<file path="config.mk">
export PLATFORM = sky130hd
export DESIGN_NAME = icof_front
export DESIGN_NICKNAME = d
export VERILOG_FILES = /design/src/design/imu_complementary_orientation_core_macros.svh /design/src/design/icof_pkg.sv /design/src/design/icof_front.sv
export SDC_FILE = /design/constraint.sdc
export NUM_CORES = 1
export LEC_CHECK = 0
export ABC_AREA = 1
export BUFFER_PORTS_ARGS = -buffer_cell sky130_fd_sc_hd__buf_2
export CORE_MARGIN = 1.5
export CORE_UTILIZATION = 52
export DETAILED_ROUTE_END_ITERATION = 10
export GPL_TIMING_DRIVEN = 0
export MAX_ROUTING_LAYER = met4
export PLACE_DENSITY = 0.87
export SYNTH_ARGS = -nofsm -noshare
export SYNTH_HDL_FRONTEND = slang
export SYNTH_SLANG_ARGS = --single-unit
</file>
<file path="constraint.sdc">
create_clock -name clk_i -period 6.9 [get_ports clk_i]
set_clock_uncertainty 0.1 [all_clocks]
set_input_delay 1.38 -clock clk_i [delete_from_list [all_inputs] [get_ports clk_i]]
set_output_delay 1.38 -clock clk_i [all_outputs]
set_load 0.01 [all_outputs]
</file>
<file path="src/design/imu_complementary_orientation_core_macros.svh">
// Assertion macros for the orientation filter back end.
`ifndef IMU_COMPLEMENTARY_ORIENTATION_CORE_MACROS_SVH
`define IMU_COMPLEMENTARY_ORIENTATION_CORE_MACROS_SVH

// Same-cycle implication, disabled while reset is asserted.
`define ICOF_ASSERT_IMP(lbl, clk, rstn, ante, cons) \
  lbl: assert property (@(posedge clk) disable iff (!rstn) (ante) |-> (cons)) \
    else $error("icof assertion failed");

// Next-cycle implication, disabled while reset is asserted.
`define ICOF_ASSERT_NXT(lbl, clk, rstn, ante, cons) \
  lbl: assert property (@(posedge clk) disable iff (!rstn) (ante) |=> (cons)) \
    else $error("icof assertion failed");

`endif

</file>
<file path="src/design/icof_pkg.sv">
// Types, constants and helper functions for the orientation filter.
package icof_pkg;

  typedef logic signed [23:0] angle_t;
  typedef logic signed [15:0] sample_t;

  typedef enum logic {
    KIND_UPDATE    = 1'b0,
    KIND_YAW_RESET = 1'b1
  } item_kind_e;

  typedef struct packed {
    item_kind_e kind;
    sample_t    ax;
    sample_t    ay;
    sample_t    az;
    sample_t    rx;
    sample_t    ry;
    sample_t    rz;
  } item_t;

  localparam logic CFG_ALPHA  = 1'b0;
  localparam logic CFG_PERIOD = 1'b1;

  localparam logic [15:0] ALPHA_RST  = 16'd64225;
  localparam logic [15:0] PERIOD_RST = 16'd2185;

  localparam int unsigned MaxSteps = 24;

  localparam logic signed [27:0] ANG_MAX = 28'sd8388607;
  localparam logic signed [27:0] ANG_MIN = -28'sd8388608;

  // atan(2^-i) in 1/65536 degree.
  function automatic logic [22:0] atan_lut(logic [4:0] idx);
    logic [22:0] v;
    case (idx)
      5'd0:  v = 23'd2949120;
      5'd1:  v = 23'd1740967;
      5'd2:  v = 23'd919879;
      5'd3:  v = 23'd466945;
      5'd4:  v = 23'd234379;
      5'd5:  v = 23'd117304;
      5'd6:  v = 23'd58666;
      5'd7:  v = 23'd29335;
      5'd8:  v = 23'd14668;
      5'd9:  v = 23'd7334;
      5'd10: v = 23'd3667;
      5'd11: v = 23'd1833;
      5'd12: v = 23'd917;
      5'd13: v = 23'd458;
      5'd14: v = 23'd229;
      5'd15: v = 23'd115;
      5'd16: v = 23'd57;
      5'd17: v = 23'd29;
      5'd18: v = 23'd14;
      5'd19: v = 23'd7;
      5'd20: v = 23'd4;
      5'd21: v = 23'd2;
      5'd22: v = 23'd1;
      default: v = 23'd0;
    endcase
    return v;
  endfunction

  function automatic angle_t sat_angle(logic signed [27:0] v);
    angle_t r;
    if (v > ANG_MAX) begin
      r = ANG_MAX[23:0];
    end else if (v < ANG_MIN) begin
      r = ANG_MIN[23:0];
    end else begin
      r = v[23:0];
    end
    return r;
  endfunction

endpackage

</file>
<file path="src/design/icof_front.sv">
// Front end: accepts sample beats, classifies them and queues them for the back end.
module icof_front (
  input  logic             clk_i,
  input  logic             rst_ni,
  input  logic             in_valid_i,
  output logic             in_stall_o,
  input  logic             mode_i,
  input  icof_pkg::sample_t accel_x_i,
  input  icof_pkg::sample_t accel_y_i,
  input  icof_pkg::sample_t accel_z_i,
  input  icof_pkg::sample_t rate_x_i,
  input  icof_pkg::sample_t rate_y_i,
  input  icof_pkg::sample_t rate_z_i,
  output logic             q_valid_o,
  output icof_pkg::item_t  item_o,
  input  logic             pop_i
);
  import icof_pkg::*;

  item_t      mem_q [2];
  logic       wr_ptr_q, rd_ptr_q;
  logic [1:0] cnt_q;
  logic       push;
  item_t      item_in;

  always_comb begin
    item_in.kind = mode_i ? KIND_YAW_RESET : KIND_UPDATE;
    item_in.ax   = accel_x_i;
    item_in.ay   = accel_y_i;
    item_in.az   = accel_z_i;
    item_in.rx   = rate_x_i;
    item_in.ry   = rate_y_i;
    item_in.rz   = rate_z_i;
  end

  assign in_stall_o = (cnt_q == 2'd2);
  assign push       = in_valid_i && !in_stall_o;
  assign q_valid_o  = (cnt_q != 2'd0);
  assign item_o     = mem_q[rd_ptr_q];

  always_ff @(posedge clk_i) begin
    if (push) begin
      mem_q[wr_ptr_q] <= item_in;
    end
  end

  always_ff @(posedge clk_i or negedge rst_ni) begin
    if (!rst_ni) begin
      wr_ptr_q <= 1'b0;
      rd_ptr_q <= 1'b0;
      cnt_q    <= 2'd0;
    end else begin
      if (push) begin
        wr_ptr_q <= ~wr_ptr_q;
      end
      if (pop_i) begin
        rd_ptr_q <= ~rd_ptr_q;
      end
      unique case ({push, pop_i})
        2'b10:   cnt_q <= cnt_q + 2'd1;
        2'b01:   cnt_q <= cnt_q - 2'd1;
        default: cnt_q <= cnt_q;
      endcase
    end
  end

endmodule

</file>
==> flow_summary.ini, run 1 <==
[status]
status = finished clean

[worst_setup_path]
worstSetupPathType = reg -> out
crit_path_start_kind = flop
critPathArrivalTime_ps = 1780
crit_slowest_cell = dfrtp_1
ff2ff_setup_slack_ps = 4870
critPathTopFamily = buffers and inverters
path_cells = buf_4 > buf_2 > o21ai_0 > buf_2
critPathMostFrequentCell = buf_2
cp_num_buf_inv = 3
required_ps = 5420
end_kind = output port
path_max_fanout = 10
crit_path_max_incr_delay_ps = 460

[timing]
timing.final.crit_share_pct = 47.2
max_slew_margin_pct = 60.2
final_max_slew_viol_count = 0
min_period_ps = 3260
hold_viol = 0
grt_setup_unrepaired = false
worst_pin_slew_ps = 597
setup_violations = 0
fmax_mhz = 307
fin_ws_ps = 3640

[logic_synthesis]
yosysUniqueCellTypes = 15
synth_edf_count = 194
synth_cells = 533
synthTopCellsByArea = edfxtp_1 79%, o21ai_0 6.6%, inv_1 5.3%
ys_ff_latch = 198
synth_nets = 635
ys_top_cells_by_count = 194 x edfxtp_1, 104 x inv_1, 104 x nand2_1, 98 x o21ai_0, 7 x buf_4
ys_warn_count = 0
synth_top_cell_by_area = edfxtp_1
synth_area_per_cell_sq_um = 13.9
netlist.area_leader.share_pct = 78.7
syn_area_sq_um = 7400
synth.most_common_cell = edfxtp_1
ys_seq_area_share_pct = 80.1
async_flop_share_pct = 2.02
synth_flop_cell = edfxtp_1

[worst_hold_path]
hold_class = reg -> reg

[global_routing]
overflow = 0
grt_pass1_wl_mm = 22.6
grt_pass1_vias = 4690
grt_use_met2_pct = 36.4
grt_antenna_before_repair = 2
grt_use_total_pct = 21.2
top_usage_layer = met2
grt_max_degree = 55
use_met3_pct = 5.67
use_met1_pct = 23.4

[clock_network]
cts_sinks = 198
clock-root-buffer = clkbuf_16
cts_tree = built
clkTransAtPathRegs_ps = 60
htreeDepth = 4
cts_setup_buffers = 0
ctsHoldBuffers = 0
cts_resized = 0
clk_latency_ps = 420
cts_buffers = 17
clockBufferDepth = 2

[power]
ir_worst_vdd_uv = 265
totalPowerFinal_mw = 3.93
leakagePower_nw = 4.00
power_density_nw_per_um2 = 422

[route]
vias = 4641
drtIter0Drc = 365
wl_mm = 14.8
dr.pass1.iters = 4
ant_nets = 0
routed_via_density = 4.89
drc = 0
routedWlPerCell_um = 15.6

[place]
pre_cts_ws_ps = 3900
place_congestion = 0.800
io_buffer_count = 199
hpwl_mm = 10.3

[die]
die_y_um = 122
initial_utilization_pct = 53.3
die_w_um = 122
io_pins = 200
num_rows = 43
core-area_sq_um = 13900
dieArea_sq_um = 15000

[job]
cap_violations = 0

[final_layout]
syn2layout_area_growth_pct = 25.8
drive_above_1_share_pct = 32.6
nets = 857
==> cell type report <==
class	instances	area (sq um)
antenna	2	5.00
buffer	21	149
clock buffer	17	425
clock inverter	15	161
fill	953	4570
inverter	104	393
multi-input combinational	210	942
sequential	198	5930
tap	180	225
timing repair buffer	203	1080
==> report_power, final <==
part | switching [mW] | leakage (nW) | internal [mW] | total (mW)
clock network | 0.408 | 0.283 | 0.565 | 0.972
logic | 0.812 | 1.87 | 0.444 | 1.26
registers | 0.0676 | 1.85 | 1.64 | 1.70
==> placed cells by master, fill, tap and decap left out <==
cell and n:
buf_12 3, buf_16 1, buf_2 204, buf_4 7, buf_6 5, bufinv_16 3
clkbuf_1 4, clkbuf_16 17, clkinv_1 4, clkinv_2 3, clkinv_4 2, clkinvlp_4 2
dfrtp_1 4, diode_2 2, edfxtp_1 194, ha_1 1, inv_1 103, inv_4 1
inv_6 1, nand2_1 104, nand3_1 2, nand4_1 1, nor2_1 1, nor2_4 1
o21ai_0 98, xnor2_1 1, xor2_1 1
==> metrics by stage <==
step	instance area [sq um]	setup TNS (ps)	util, %	std cells	hold slack, ps
global route	9310	0	67.1	950	419
detailed placement	8720	0	62.8	916	361
floorplan	7400	0	-	533	342
CTS	9310	0	67.0	948	376
global placement	8620	-141430	62.1	912	362
finish	9310	0	67.1	950	374
==> flip-flops by register name, summed over array words and instances (netlist names) <==
name      cells
cnt_q         2
mem_q       194
rd_ptr_q      1
wr_ptr_q      1
==> logic make-up after synthesis <==
group,count (synthesis),synth area share [%]
flops,198,80.1
fa+ha+maj,1,0.169
buf+inv,125,7.29
simple gates,109,5.60
compound gates,98,6.63
xor+xnor,2,0.237
==> tightest hold or removal path, cell delays in order, from the launching register on <==
cell and delay, ps:
dfrtp_1 340, nand2_1 50, nand2_1 50
==> final timing paths <==
check | from | end | cells after the start
setup / recovery | rd_ptr_q$_DFFE_PN0P_ | item_o[67] | 4
hold / removal | cnt_q[1]$_DFFE_PN0P_ | cnt_q[1]$_DFFE_PN0P_ | 2
setup reg to reg | cnt_q[1]$_DFFE_PN0P_ | mem_q[1][96]$_DFFE_PP_ | 5
hold reg to reg | cnt_q[1]$_DFFE_PN0P_ | cnt_q[1]$_DFFE_PN0P_ | 2
max in group asynchronous | rst_ni | cnt_q[1]$_DFFE_PN0P_ | 1
min in group asynchronous | rst_ni | wr_ptr_q$_DFFE_PN0P_ | 1
==> routing by layer <==
layer / wire length [um] / part of all wire (%) / vias up
li1: - / - / 2249
met1: 5650 / 38 / 2198
met2: 7800 / 53 / 172
met3: 1080 / 7.3 / 22
met4: 257 / 1.7 / 0
met5: 0 / 0 / -
Power figures use the tool's default switching activity.
==> inputs of run 2 (changes only) <==
--- a/config.mk
+++ b/config.mk
@@ -5,14 +5,14 @@
 export SDC_FILE = /design/constraint.sdc
 export NUM_CORES = 1
 export LEC_CHECK = 0
-export ABC_AREA = 1
+export ABC_AREA = 0
 export BUFFER_PORTS_ARGS = -buffer_cell sky130_fd_sc_hd__buf_2
 export CORE_MARGIN = 1.5
-export CORE_UTILIZATION = 52
+export CORE_UTILIZATION = 47
 export DETAILED_ROUTE_END_ITERATION = 10
 export GPL_TIMING_DRIVEN = 0
 export MAX_ROUTING_LAYER = met4
-export PLACE_DENSITY = 0.87
+export PLACE_DENSITY = 0.84
 export SYNTH_ARGS = -nofsm -noshare
 export SYNTH_HDL_FRONTEND = slang
 export SYNTH_SLANG_ARGS = --single-unit
==> constraint.sdc (replaced) <==
create_clock -name clk_i -period 2.8 [get_ports clk_i]
set_clock_uncertainty 0.1 [all_clocks]
set_input_delay 0.56 -clock clk_i [delete_from_list [all_inputs] [get_ports clk_i]]
set_output_delay 0.56 -clock clk_i [all_outputs]
set_load 0.01 [all_outputs]
==> flow_summary.ini, run 2 <==
[power]
p_int_mw = 6.68
p_seq_share_pct = 44.9
switching_share_pct = 28.7
leakagePower_nw = 3.48
comb_power_share_pct = 31.9
power_frac_clock_pct = 23.2
ir_worst_vdd_uv = 689
power_density_nw_per_um2 = 1030
p_switching_mw = 2.69

[route]
dr.pass1.iters = 4
routedWlPerCell_um = 17.5
vias = 3692
drc = 0
wl_mm = 13.0
drtIter0Drc = 184
routed_via_density = 4.98
ant_nets = 0

[final_layout]
largest_register = mem_q
instances_no_fill = 741
nets = 644
most-common-layout-cells = 206 x buf_2, 194 x edfxtp_1, 77 x mux2_2
syn2layout_area_growth_pct = 25.7
mostFrequentLayoutCell = buf_2
largest_reg_flops = 194
drive_above_1_share_pct = 61.1
diodes = 0
reg_top3 = mem_q x194, cnt_q x2

[die]
core-area_sq_um = 15100
dieArea_sq_um = 16200
io_pins = 200
die_y_um = 127
initial_utilization_pct = 48.0
num_rows = 45
die_w_um = 127

[clock_network]
clkTransAtPathRegs_ps = 60
clock-root-buffer = clkbuf_16
htreeDepth = 4
cts_tree = built
cts_sinks = 198
cts_setup_buffers = 0
cts_buffers = 17
clockBufferDepth = 2
clk_latency_ps = 410

[logic_synthesis]
syn_area_sq_um = 7260
ys_ff_latch = 198
ys_top_cells_by_count = 194 x edfxtp_1, 77 x mux2_2, 20 x mux2_4, 7 x buf_2
synth_nets = 421
synth_top_cell_by_area = edfxtp_1
yosysUniqueCellTypes = 15
ys_warn_count = 0
synth_cells = 319
ys_seq_area_share_pct = 81.6
async_flop_share_pct = 2.02
synthTopCellsByArea = edfxtp_1 80%, mux2_2 12%, mux2_4 4.1%
synth_area_per_cell_sq_um = 22.8
netlist.area_leader.share_pct = 80.2
synth_flop_cell = edfxtp_1
synth_edf_count = 194
synth.most_common_cell = edfxtp_1

[place]
hpwl_mm = 9.08
place_congestion = 0.687
placed_cells = 710
io_buffer_count = 199
pre_cts_ws_ps = 385

[global_routing]
grt_pass1_vias = 3870
grt_use_total_pct = 16.7
overflow = 0
grt_antenna_before_repair = 0
grt_max_degree = 55
grt_pass1_wl_mm = 19.5

[timing]
hold_viol = 0
min_period_ps = 2380
timing.final.crit_share_pct = 85.0
tns_ps = 0
fin_ws_ps = 421
grt_setup_unrepaired = false
final_max_slew_viol_count = 0
max_slew_margin_pct = 40.0
fmax_mhz = 420
setup_violations = 0
worst_pin_slew_ps = 897

[worst_setup_path]
reg2reg_from = cnt_q[0]$_DFFE_PN0P_
required_ps = 2140
r2r_end = mem_q[0][53]$_DFFE_PP_
path_max_fanout = 10
crit_path_max_incr_delay_ps = 380
critPathMostFrequentCell = buf_2
endpoint = item_o[43]
critPathArrivalTime_ps = 1720
path_cells = buf_6 > buf_2 > mux2_2 > buf_2
crit_slowest_cell = mux2_2
crit_path_start_kind = flop
worstSetupPathType = reg -> out
ff2ff_setup_slack_ps = 460
end_kind = output port
reg2reg_depth = 5
startpoint = rd_ptr_q$_DFFE_PN0P_

[status]
status = finished clean

[worst_hold_path]
worstHoldStart = accel_z_i[0]
hold_class = in -> reg

[job]
cap_violations = 0
[run 2: what timing repair did]
item	4_1_cts	5_1_grt
gates resized for setup	0	0
hold buffers	1	0
endpoints found under the hold margin	4	0
[run 2: kinds of logic (layout without fill, tap and decap cells)]
family | after synthesis | after routing | synth area share (%)
buffers and inverters | 12 | 246 | 1.15
adder cells (fa/ha/maj) | 1 | 1 | 0.172
flip-flops | 198 | 198 | 81.6
AND/OR/NAND/NOR | 6 | 6 | 0.414
XOR/XNOR | 5 | 5 | 0.603
multiplexers | 97 | 97 | 16.1
[run 2: through the flow]
stage	instance area (sq um)	util (%)	hold WS, ps	power (mW)
CTS	9130	60.3	207	9.49
floorplan	7270	-	164	6.13
global route	9130	60.3	204	9.81
detailed placement	8590	56.7	270	7.31
global placement	8500	56.1	264	7.14
finish	9130	60.3	229	9.36
[run 2: worst min path at each step]
stage / end / slack (ps) / depth (start not counted)
after global routing: mem_q[1][15]$_DFFE_PP_ / 200 / 1
after floorplan: cnt_q[0]$_DFFE_PN0P_ / 160 / 0
after CTS: mem_q[1][48]$_DFFE_PP_ / 210 / 1
after global placement: cnt_q[1]$_DFFE_PN0P_ / 260 / 1
final: mem_q[1][48]$_DFFE_PP_ / 230 / 1
after detailed placement: rd_ptr_q$_DFFE_PN0P_ / 270 / 1
[run 2: final cells by class]
type	count	area, sq um
Clock inverter	10	85.1
Inverter	1	3.75
Timing Repair Buffer	204	1090
Tap cell	188	235
Fill cell	1110	6020
Clock buffer	20	437
Sequential cell	198	5930
Buffer	11	80.1
Multi-Input combinational cell	109	1270
[run 2: critical path: cells and delay by family, from the launching register on]
family	cells	cell delay [ps]
buf+inv	3	590
mux	1	380
flops	1	340
[run 2: power groups by stage]
stage	Sequential, mW	Combinational [mW]	Clock [mW]
6_report	4.21	2.98	2.17
5_1_grt	4.27	3.21	2.34
4_1_cts	4.22	3.04	2.22
3_5_place_dp	4.28	3.03	0
3_3_place_gp	4.28	2.86	0
2_1_floorplan	4.24	1.89	0
[run 2: routing by layer]
layer / GRT usage [%] / vias to the layer above / part of all wire, %
li1: - / 1714 / -
met1: 19.1 / 1817 / 40
met2: 27.9 / 148 / 52
met3: 5.70 / 13 / 6.7
met4: 4.95 / 0 / 1.4
met5: - / - / 0
==> inputs of run 3 (changes only) <==
--- a/config.mk
+++ b/config.mk
@@ -5,14 +5,14 @@
 export SDC_FILE = /design/constraint.sdc
 export NUM_CORES = 1
 export LEC_CHECK = 0
-export ABC_AREA = 0
+export ABC_AREA = 1
 export BUFFER_PORTS_ARGS = -buffer_cell sky130_fd_sc_hd__buf_2
 export CORE_MARGIN = 1.5
-export CORE_UTILIZATION = 47
+export CORE_UTILIZATION = 52
 export DETAILED_ROUTE_END_ITERATION = 10
 export GPL_TIMING_DRIVEN = 0
 export MAX_ROUTING_LAYER = met4
-export PLACE_DENSITY = 0.84
+export PLACE_DENSITY = 0.87
 export SYNTH_ARGS = -nofsm -noshare
 export SYNTH_HDL_FRONTEND = slang
 export SYNTH_SLANG_ARGS = --single-unit
==> constraint.sdc (replaced) <==
create_clock -name clk_i -period 2.4 [get_ports clk_i]
set_clock_uncertainty 0.1 [all_clocks]
set_input_delay 0.48 -clock clk_i [delete_from_list [all_inputs] [get_ports clk_i]]
set_output_delay 0.48 -clock clk_i [all_outputs]
set_load 0.01 [all_outputs]
==> flow_summary.ini, run 3 (synthesis gave the netlist of run 1 again) <==
[final_layout]
most-common-layout-cells = 203 x buf_2, 194 x edfxtp_1, 104 x nand2_1
mostFrequentLayoutCell = buf_2
syn2layout_area_growth_pct = 25.9
reg_top3 = mem_q x194, cnt_q x2
largest_reg_flops = 194
instances_no_fill = 951
largest_register = mem_q
nets = 859
drive_above_1_share_pct = 32.7
final_area_sq_um = 9320

[die]
initial_utilization_pct = 53.3
die_w_um = 122
core-area_sq_um = 13900
die_y_um = 122
io_pins = 200
num_rows = 43
dieArea_sq_um = 15000

[power]
power_density_nw_per_um2 = 1200
leakagePower_nw = 3.98
ir_worst_vdd_uv = 644

[place]
io_buffer_count = 199
placed_cells = 917
place_congestion = 0.759
pre_cts_ws_ps = 236
dpl_cell_area_sq_um = 8750
hpwl_mm = 10.3

[job]
cap_violations = 0

[worst_setup_path]
end_kind = output port
path_max_fanout = 10
worstSetupPathType = reg -> out
reg2reg_depth = 5
crit_path_start_kind = flop
required_ps = 1820
critPathArrivalTime_ps = 1730

[timing]
final_max_slew_viol_count = 0
timing.final.crit_share_pct = 96.4
tns_ps = 0
min_period_ps = 2310
max_slew_margin_pct = 61.9
fmax_mhz = 432
grt_setup_unrepaired = false
setup_violations = 0
fin_ws_ps = 86.3
hold_ws_ps = 140
worst_pin_slew_ps = 570
hold_viol = 0

[route]
ant_nets = 0
routed_via_density = 4.91
dr.pass1.iters = 6
drc = 0
drtIter0Drc = 292
wl_mm = 14.7
vias = 4665
routedWlPerCell_um = 15.5

[global_routing]
grt_antenna_before_repair = 1
grt_pass1_vias = 4527
grt_max_degree = 42
overflow = 0
grt_use_total_pct = 20.6
grt_pass1_wl_mm = 21.9

[clock_network]
htreeDepth = 4
clock-root-buffer = clkbuf_16
clockBufferDepth = 2
clkTransAtPathRegs_ps = 60
clk_latency_ps = 420
cts_buffers = 17
cts_sinks = 198
cts_tree = built

[worst_hold_path]
hold_class = in -> reg
whs_path_depth = 1

[status]
status = finished clean
==> run 3: final timing paths <==
| check | startpoint | endpoint | slack [ps] |
|---|---|---|---|
| min in group asynchronous | rst_ni | wr_ptr_q$_DFFE_PN0P_ | 300 |
| max reg2reg | cnt_q[1]$_DFFE_PN0P_ | mem_q[1][44]$_DFFE_PP_ | 320 |
| min | rate_y_i[6] | mem_q[0][22]$_DFFE_PP_ | 140 |
| min reg2reg | wr_ptr_q$_DFFE_PN0P_ | wr_ptr_q$_DFFE_PN0P_ | 380 |
| max in group asynchronous | rst_ni | rd_ptr_q$_DFFE_PN0P_ | 1770 |
| max | rd_ptr_q$_DFFE_PN0P_ | item_o[48] | 90 |
==> run 3: through the flow <==
stage	utilization [%]	power, mW
3_3_place_gp	62.2	8.46
4_1_cts	67.0	11.3
3_5_place_dp	63.0	8.66
2_1_floorplan	-	6.98
6_report	67.1	11.2
5_1_grt	67.1	11.8
==> run 3: report_power, final <==
part,total (mW),switching [mW],internal (mW)
combinational,3.65,2.33,1.31
sequential,4.91,0.199,4.71
clock,2.61,1.13,1.49
total,11.2,3.66,7.51
==> run 3: layout make-up <==
class / count / area [sq um]
diodes: 1 / 2.50
plain buffers: 21 / 155
clock buffers: 25 / 475
clock inverters: 7 / 73.8
fillers: 1001 / 4560
inverters: 104 / 394
multi-input cells: 210 / 950
flip-flops and latches: 198 / 5930
well taps: 180 / 225
repair buffers: 205 / 1110
==> run 3: routing by layer <==
metal  wire length [um]  global-route usage, %  share of wire (%)
met1               5660                   23.4                 38
met2               7650                   34.3                 52
met3                893                   4.65                6.1
met4                506                   10.6                3.4
met5                  0                      -                  0
==> run 3: critical path: stages (launching register included) <==
cell	delay [ps]
dfrtp_2	460
buf_4	220
clkbuf_4	210
o21ai_0	220
buf_2	190
==> run 3: what timing repair did <==
action | 4_1_cts | 5_1_grt
hold endpoints to repair | 4 | 0
endpoints found under the setup margin | 0 | 8
buffers inserted | 0 | 0
hold buffers | 1 | 0
resized for setup | 0 | 5
